==> src/rtl/ous_pkg.sv <==
// ----------------------------------------------------------------------------
// ous_pkg: shared types and constants for the ordered unique set.
// Defines the set size, the field widths, the action and status codes, and
// the IEEE equality function.
// ----------------------------------------------------------------------------
package ous_pkg;
  localparam int Capacity = 16;
  localparam int IdxW = $clog2(Capacity);
  localparam int CntW = $clog2(Capacity + 1);

  typedef logic [1:0] action_t;
  typedef logic [1:0] status_t;
  typedef logic [63:0] value_t;

  localparam action_t ACT_LOOKUP = 2'd0;
  localparam action_t ACT_ADD    = 2'd1;
  localparam action_t ACT_REMOVE = 2'd2;

  localparam status_t ST_DONE    = 2'd0;
  localparam status_t ST_PRESENT = 2'd1;
  localparam status_t ST_ABSENT  = 2'd2;
  localparam status_t ST_FULL    = 2'd3;

  localparam logic [62:0] ExpAll = 63'h7FF0000000000000;

  // Control that the sequencer sends to every cell.
  typedef struct packed {
    logic              append;
    logic              shift;
    logic [IdxW-1:0]   at;
  } cell_ctl_t;

  function automatic logic is_nan(input value_t v);
    return v[62:0] > ExpAll;
  endfunction

  function automatic logic ieee_eq(input value_t a, input value_t b);
    if (is_nan(a) || is_nan(b)) begin
      return 1'b0;
    end
    if (a[62:0] == '0 && b[62:0] == '0) begin
      return 1'b1;
    end
    return a == b;
  endfunction
endpackage

==> src/rtl/ous_if.sv <==
// ----------------------------------------------------------------------------
// ous_if: valid/ready channel.
// Carries one input or result item between a source and a sink.
// ----------------------------------------------------------------------------
interface ous_in_if;
  logic           valid;
  logic           ready;
  logic [1:0]     action;
  logic [63:0]    value;
  modport source (output valid, output action, output value, input ready);
  modport sink (input valid, input action, input value, output ready);
endinterface

interface ous_out_if;
  logic           valid;
  logic           ready;
  logic [4:0]     position;
  logic [1:0]     status;
  logic [4:0]     count;
  modport source (output valid, output position, output status, output count, input ready);
  modport sink (input valid, input position, input status, input count, output ready);
endinterface

==> src/rtl/ous_cell.sv <==
// ----------------------------------------------------------------------------
// ous_cell: one entry of the set.
// Holds a value, compares it with the probe, and takes its upper neighbor's
// value during a compacting shift or the probe on an append.
// ----------------------------------------------------------------------------
module ous_cell (
  input  logic               clk,
  input  logic [ous_pkg::IdxW-1:0] idx,
  input  ous_pkg::cell_ctl_t ctl,
  input  ous_pkg::value_t    probe,
  input  ous_pkg::value_t    upper,
  output ous_pkg::value_t    held,
  output logic               hit
);
  import ous_pkg::*;

  assign hit = ieee_eq(held, probe);

  always_ff @(posedge clk) begin
    if (ctl.append && ctl.at == idx) begin
      held <= probe;
    end else if (ctl.shift && idx >= ctl.at) begin
      held <= upper;
    end
  end
endmodule

==> src/rtl/ordered_unique_set.sv <==
// ----------------------------------------------------------------------------
// ordered_unique_set: insertion-ordered set of distinct doubles.
// Takes an item in S_IDLE, which registers it; S_EVAL then compares it
// against all cells at once, writes the result register and issues the
// append or one-step shift to the chain of cells, holding while the result
// register is full. A new item is taken while a finished result waits to
// be taken, if the result register is free by the time the compare finishes.
// ----------------------------------------------------------------------------
module ordered_unique_set (
  input logic      clk,
  input logic      rst,
  ous_in_if.sink   in_ch,
  ous_out_if.source out_ch
);
  import ous_pkg::*;

  typedef enum logic {S_IDLE, S_EVAL} state_t;

  state_t          state;
  action_t         act;
  value_t          probe;
  logic [CntW-1:0] entry_count;
  cell_ctl_t       ctl;
  value_t          held [Capacity];
  logic [Capacity-1:0] hit;
  logic            found;
  logic [IdxW-1:0] first;
  logic [4:0]      pos_res;
  status_t         st_res;
  logic [CntW-1:0] cnt_res;

  for (genvar i = 0; i < Capacity; i++) begin : g_cell
    ous_cell u_cell (
      .clk   (clk),
      .idx   (IdxW'(i)),
      .ctl   (ctl),
      .probe (probe),
      .upper ((i == Capacity - 1) ? held[i] : held[(i + 1) % Capacity]),
      .held  (held[i]),
      .hit   (hit[i])
    );
  end

  always_comb begin
    found = 1'b0;
    first = '0;
    for (int i = Capacity - 1; i >= 0; i--) begin
      if (hit[i] && CntW'(i) < entry_count) begin
        found = 1'b1;
        first = IdxW'(i);
      end
    end
  end

  always_comb begin
    ctl = '{append: 1'b0, shift: 1'b0, at: first};
    pos_res = found ? 5'(first) : 5'h1F;
    cnt_res = entry_count;
    st_res = found ? ST_DONE : ST_ABSENT;
    if (act == ACT_ADD) begin
      if (found) begin
        st_res = ST_PRESENT;
      end else if (entry_count == CntW'(Capacity)) begin
        st_res = ST_FULL;
      end else begin
        st_res = ST_DONE;
        ctl.append = state == S_EVAL;
        ctl.at = IdxW'(entry_count);
        cnt_res = entry_count + 1'b1;
      end
    end else if (act == ACT_REMOVE && found) begin
      ctl.shift = state == S_EVAL;
      cnt_res = entry_count - 1'b1;
    end
    if (state != S_EVAL || (out_ch.valid && !out_ch.ready)) begin
      ctl.append = 1'b0;
      ctl.shift = 1'b0;
    end
  end

  assign in_ch.ready = state == S_IDLE;

  always_ff @(posedge clk) begin
    if (rst) begin
      state <= S_IDLE;
      entry_count <= '0;
      out_ch.valid <= 1'b0;
    end else begin
      case (state)
        S_IDLE: begin
          if (out_ch.valid && out_ch.ready) begin
            out_ch.valid <= 1'b0;
          end
          if (in_ch.valid) begin
            act <= in_ch.action;
            probe <= in_ch.value;
            state <= S_EVAL;
          end
        end
        S_EVAL: begin
          if (!out_ch.valid || out_ch.ready) begin
            out_ch.valid <= 1'b1;
            out_ch.position <= pos_res;
            out_ch.status <= st_res;
            out_ch.count <= 5'(cnt_res);
            entry_count <= cnt_res;
            state <= S_IDLE;
          end
        end
        default: state <= S_IDLE;
      endcase
    end
  end
endmodule

==> src/flat_wrapper.sv <==
// flat-port wrapper written by rule: the top's interface ports become plain ports
module ordered_unique_set_flat import ous_pkg::*;
  (clk, rst, in_ch_valid, in_ch_action, in_ch_value, in_ch_ready, out_ch_valid, out_ch_position, out_ch_status, out_ch_count, out_ch_ready);
  ous_in_if in_ch_i ();
  ous_out_if out_ch_i ();
  input logic clk;
  input logic rst;
  input wire logic [$bits(in_ch_i.valid)-1:0] in_ch_valid;
  input wire logic [$bits(in_ch_i.action)-1:0] in_ch_action;
  input wire logic [$bits(in_ch_i.value)-1:0] in_ch_value;
  output wire logic [$bits(in_ch_i.ready)-1:0] in_ch_ready;
  output wire logic [$bits(out_ch_i.valid)-1:0] out_ch_valid;
  output wire logic [$bits(out_ch_i.position)-1:0] out_ch_position;
  output wire logic [$bits(out_ch_i.status)-1:0] out_ch_status;
  output wire logic [$bits(out_ch_i.count)-1:0] out_ch_count;
  input wire logic [$bits(out_ch_i.ready)-1:0] out_ch_ready;
  assign in_ch_i.valid = in_ch_valid;
  assign in_ch_i.action = in_ch_action;
  assign in_ch_i.value = in_ch_value;
  assign in_ch_ready = in_ch_i.ready;
  assign out_ch_valid = out_ch_i.valid;
  assign out_ch_position = out_ch_i.position;
  assign out_ch_status = out_ch_i.status;
  assign out_ch_count = out_ch_i.count;
  assign out_ch_i.ready = out_ch_ready;
  ordered_unique_set u_core (.clk(clk), .rst(rst), .in_ch(in_ch_i), .out_ch(out_ch_i));
endmodule
==> config.mk <==
export PLATFORM = sky130hd
export DESIGN_NAME = ordered_unique_set_flat
export DESIGN_NICKNAME = d
export VERILOG_FILES = /design/src/rtl/ous_pkg.sv /design/src/rtl/ous_if.sv /design/src/rtl/ous_cell.sv /design/src/rtl/ordered_unique_set.sv /design/src/flat_wrapper.sv
export SDC_FILE = /design/constraint.sdc
export NUM_CORES = 2
export LEC_CHECK = 0
export BUFFER_PORTS_ARGS = -buffer_cell sky130_fd_sc_hd__buf_2
export CORE_MARGIN = 1
export CORE_UTILIZATION = 55
export DETAILED_ROUTE_END_ITERATION = 10
export GPL_TIMING_DRIVEN = 0
export PLACE_DENSITY = 0.71
export RECOVER_POWER = 50
export REMOVE_ABC_BUFFERS = 1
export SYNTH_ARGS = -nofsm -noshare
export SYNTH_HDL_FRONTEND = slang
export SYNTH_SLANG_ARGS = --single-unit
==> constraint.sdc <==
create_clock -name clk -period 17 [get_ports clk]
set_input_delay 1.7 -clock clk [delete_from_list [all_inputs] [get_ports clk]]
set_output_delay 1.7 -clock clk [all_outputs]
set_load 0.05 [all_outputs]
* After elaboration in Yosys (flattened, before gate mapping) *
Cells that the tools add are included.

storage, ports and cells
  register bits = 1109
  input port bits = 70
  output and inout bits = 14
  logic and storage cells = 434

operators by class
  eq/ne operators = 36
  $add $sub $neg = 2
  reductions and logical operators = 123
  $lt $le $gt $ge = 48
  mux-type cells = 198
  bitwise gates (word level) = 2

operators with widths
  cell                  number
  $mux 64               30
  $gt 63x63->1 const B  17
  $logic_not 63->1      17
  $eq 64x64->1          16
  $mux 1                137
  $mux 4                19
  $logic_and 1x1->1     66
  $lt 4x5->1 const A    8
  $eq 4x4->1 const B    8
  $reduce_bool 2->1     15
  $ge 4x4->1 const A    7
  $mux 5                5
  $lt 3x5->1 const A    4
  $logic_or 1x1->1      18
  $eq 4x3->1 const B    4
  $ge 3x4->1 const A    4
  $lt 1x5->1 const A    2
  $lt 2x5->1 const A    2
  $mux 2                5
  $eq 4x2->1 const B    2
  $ge 1x4->1 const A    2
  $ge 2x4->1 const A    2
  $reduce_and 3->1      2
  $add 5x1->5 const B   1
  other kinds (12)      16

* Depth between registers and ports, before layout *
  depth in word-level cells = 30
  gate-level depth with buffers = 19
  depth with buffers taken out = 12

* Hierarchy *
A second synthesis with hierarchy kept.

second synthesis, totals
  cell total of the unflattened synthesis = 4871
  area, all modules = 64406.8 um^2

modules (own cells, without submodules)
  module                                   cells each  times used  area each (um^2)
  ous_cell at u_core.g_cell[2].u_cell ...  289         8           3809.9
  ous_cell at u_core.g_cell[0].u_cell ...  289         8           3803.6
  ordered_unique_set                       247         1           3498.4

* Worst setup path after synthesis *
Ideal clock, no wire load.

  kind = register to register
  start point = reg u_core.probe[29]
  end point = reg u_core.g_cell[14].u_cell.held[0] (enable)
  cell stages (with the launch flop) = 16
  buffers on the path = 3
  data arrival time = 10.780 ns
  setup slack = 5.514 ns
  required time = 16.294 ns
  cell sequence = edfxtp_1 > buf_4 > nor4_1 > nand4_1 > nor4_4 > nor4_4 > a2111oi_0 > or4_1 > nand4b_2 > inv_2 > nand2_4 > o21ai_1 > buf_2 > buf_2 > and2_1 > o311ai_0

on the way
  cells in the longest elaborated chain, start to end = 29
  elaborated cells on any way between the ends = 208
  those cells by class = order compare: 2; eq/ne: 17; mux: 136; reduce/logical: 53

ends and longest elaborated chain
  what                                                   line                      RTL
  start: declaration                                     ordered_unique_set.sv:21  value_t probe;
  start signal: assignment                               ordered_unique_set.sv:96  probe <= in_ch.value;
  branches (longest 28 deep; another with $gt 63x63->1)  n/a
  $reduce_bool 2->1 (no line) *                          n/a
  end signal: assignment                                 ous_cell.sv:21            held <= probe;
  end signal: assignment                                 ous_cell.sv:23            held <= upper;
  end: declaration                                       ous_cell.sv:12            output ous_pkg::value_t held,

Mark *: on every way between the ends. The select of a mux whose other input is x is not followed.
A chain may end at the register's enable or synchronous reset.

* Worst setup path after layout *
  start point = reg u_core.probe[26]
  end point = reg u_core.g_cell[8].u_cell.held[40], data pin

on the way
  cells in the longest elaborated chain, start to end = 29
  elaborated cells on any way between the ends = 203
  those cells by class = order compare: 1; eq/ne: 17; mux: 135; reduce/logical: 50

ends and longest elaborated chain
  what                                                   line            RTL
  branches (longest 27 deep; another with $gt 63x63->1)  n/a
  $logic_and 1x1->1 *                                    ous_cell.sv:20  if (ctl.append && ctl.at == idx) begin
  $mux 64 *                                              ous_cell.sv:20
  end signal: assignment                                 ous_cell.sv:21
  end signal: assignment                                 ous_cell.sv:23
  end: declaration                                       ous_cell.sv:12

Marked as above.

==> metrics <==
Final Non-Filler Cells 6124; GRT overflow 0; # rows between 100 and 150; initial core utilization 55.8%; RSZ-0062 raised after global routing no; Rel. slew slack -90.3%; initial antenna violation count 12; status complete, but fails checks; clock-pin slew on the worst setup and hold paths 70 ps; Max IR drop VDD roughly 0.000092 V; Crit Path Class register to register; vias roughly 43000; leak pwr ~21 nW; Place WS just over 9000 ps; Seq/Total Area, Yosys around 54%; # resized after CTS 0; ANT nets after route 0; CP max FO 15; chip height 335 microns; vias per inst 7.08; Yosys cell types a little under 70; skew final between 40 and 50 ps; worst-margin pin slew 2860 ps; Routed wire per std cell 38.3 microns; instance area after placement 67400 sq um; Layout area overhead 14.4%; placer congestion estimate roughly 0.97; core area 109000 sq um; Fin. Hold Viols 0; Hold Buf Count CTS 0; CTS H-tree depth 3; aggregate global-route resource usage 41.4%; Worst EP arrival 12960 ps; clock buffer count from CTS 120; DR WL met3 34100 microns; Post-synth EDFFs 1102; critical path required time 17480 ps; Skew-Pair Late Insertion Delay ~760 ps; Synth Warn # 0; Sequential cell area 33200 sq um; synthesized area per cell 13.8 sq um; Boundary Pins 84; Yosys reg bits 1109; vias in the first global route 41800; initial DRC count slightly above 7000; Met1 Wirelength 86600 microns; Top Metal Used met5; clock sink count 1109; CP Launch Type register; worst setup margin 4510 ps; Layout fillers 8005; drt total wl 234000 microns; hold crit path type register to register; fin. max-slew vios 402; final worst path period need ~12000 ps; IO Port Bufs 83; P per Cell Area 86.4 nW/um^2; Final Instance Area 69900 sq um; hold slack 572 ps; violated checks max-capacitance violations, max-slew violations; Multi-input gate area 26000 sq um; largest net degree at the start of global routing 66; Max Freq 0.0801 GHz; postcts setup bufs 0; DPL Wire Length 180000 microns; Post-synth ARST share 0%; placed cells approximately 5900; DRC viols 0; Final nets 4612; first-pass GRT wire length 323000 microns; crit path capture type register; Die X-Extent 335 microns; Setup-failing EPs final 0; Die Footprint 112000 sq um; root buffer cell clkbuf_16; share of layout cells above drive strength 1 28.0%; Mapped Area around 60000 sq um; Primary FF master, synth edfxtp_1; DR WL met2 around 98000 microns; Syn Inst Count between 4000 and 5000; clock buffer depth 3; CTS tree done; drt pass-1 iters 9; Final period util 73.4%; max-cap violations 17
cells in the final DEF (no fill, tap or decap), types with 4 or more instances in the layout:
cell        synthesis  final
a2111oi_0           5      4
nand4_1           345    345
buf_16              0    117
o21ai_0            11     11
nand2b_1            7      6
xnor2_1          1024   1024
bufinv_16           0     15
buf_12              0     10
buf_8               0     20
mux2_4             49     49
o41ai_1             6      6
nor3_1             14     14
dfxtp_1             7      7
nand3_1            34     34
diode_2             0      7
clkbuf_16           0    120
buf_6              20      8
a21o_1              4      4
clkinv_2            0     29
buf_4               6     42
nor2b_1             7      7
nor4_1            354    357
inv_1              10     11
nor2_1             28     28
nand2_1            40     39
buf_2             209     68
mux2_2            806    785
a21oi_1            14     14
clkbuf_1          141    117
edfxtp_1         1102   1102
clkinvlp_4          0      7
a221oi_1            7      7
clkinv_1            0     24
mux2_1            106    127
per-layer routing:
layer  global-route usage, %  up-vias
met4                    22.2       12
met5                       0        -
li1                        -    17100
met1                    55.7    21600
met3                    13.1      785
met2                    59.5     3792
synth_stat cells, types with 5 or more instances:
cell type	instances	area share, %
o21ai_0	11	0.090
dfxtp_1	7	0.23
nand2b_1	7	0.072
a2111oi_0	5	0.072
nor2b_1	7	0.072
mux2_2	806	15
buf_2	209	1.7
a221oi_1	7	0.10
buf_4	6	0.074
mux2_4	49	1.2
nor3_1	14	0.11
inv_1	10	0.061
edfxtp_1	1102	54
xnor2_1	1024	15
nand3_1	34	0.28
o41ai_1	6	0.086
clkbuf_1	141	0.87
a21oi_1	14	0.11
nand4_1	345	3.5
mux2_1	106	2.0
nor2_1	28	0.17
nand2_1	40	0.25
nor4_1	354	3.6
buf_6	20	0.37
per-stage QoR:
| stage | TNS, ps | power [W] | utilization [%] |
|---|---|---|---|
| finish | 0 | 0.00604 | 63.9 |
| global route | 0 | 0.00614 | 63.8 |
| CTS | 0 | 0.00605 | 65.2 |
| detailed placement | 0 | 0.00343 | 61.5 |
| global placement | -1670460 | 0.00333 | 56.2 |
| floorplan | 0 | 0.00320 | - |
path summary, 6_finish.rpt:
path	start	end	slack, ps	cells after the start
worst max register to register	u_core.probe[26]	u_core.g_cell[8].u_cell.held[40]	4510	21
worst min-delay path	u_core.state	u_core.state	570	2
worst max-delay path	u_core.probe[26]	u_core.g_cell[8].u_cell.held[40]	4510	21
worst min register to register	u_core.state	u_core.state	570	2
cells by family (layout without fill, tap and decap cells):
kind of cell	count (synthesis)	after routing	share of synthesized area (%)
buffers and inverters	387	597	3.09
and+or+nand+nor	865	865	8.70
other	0	7	0
AOI/OAI and AO/OA	80	80	1.00
adders and majority gates	3	3	0.0615
xor gates and xnor gates	1025	1025	14.7
DFF	1109	1109	54.4
muxes	962	962	18.0
power by group:
group	switching, W	internal (W)
logic	0.000204	0.000141
registers	0.0000344	0.00298
clock network	0.00116	0.00152
worst max-delay path: stages, from the launching register on:
cell             delay (ps)
edfxtp_1                350
clkbuf_1                930
clkbuf_1                880
clkbuf_1               1090
nor4_1                  130
nand4_1                 150
nor4_1                  180
clkbuf_1                390
nor4_1                 1490
clkbuf_1                630
a2111oi_0               190
clkdlybuf4s25_1         440
a2111oi_0               920
nand4b_2                470
nor2_1                  430
nand2_1                 360
nor4_1                  470
clkbuf_1                680
clkbuf_1                710
clkbuf_1                620
buf_8                   240
mux2_2                  380
flip-flops by register name, indices dropped and copies added, names as in the netlist:
| signal | cells |
|---|---|
| u_core.probe | 64 |
| u_core.out_ch.status | 2 |
| u_core.out_ch.valid | 1 |
| u_core.g_cell.u_cell.held | 1024 |
| u_core.out_ch.position | 5 |
| u_core.state | 1 |
| u_core.entry_count | 5 |
| u_core.act | 2 |
| u_core.out_ch.count | 5 |
final cells by class:
| class | instances | share of cell area, % |
|---|---|---|
| repair buffers | 362 | 6.92 |
| multi-input cells | 2935 | 37.2 |
| well taps | 1476 | 2.64 |
| inverters | 11 | 0.0591 |
| clock inverters | 82 | 1.24 |
| clock buffers | 142 | 4.41 |
| diodes | 7 | 0.0251 |
| flip-flops and latches | 1109 | 47.5 |
Note: power is estimated with default switching activity, not from simulation.
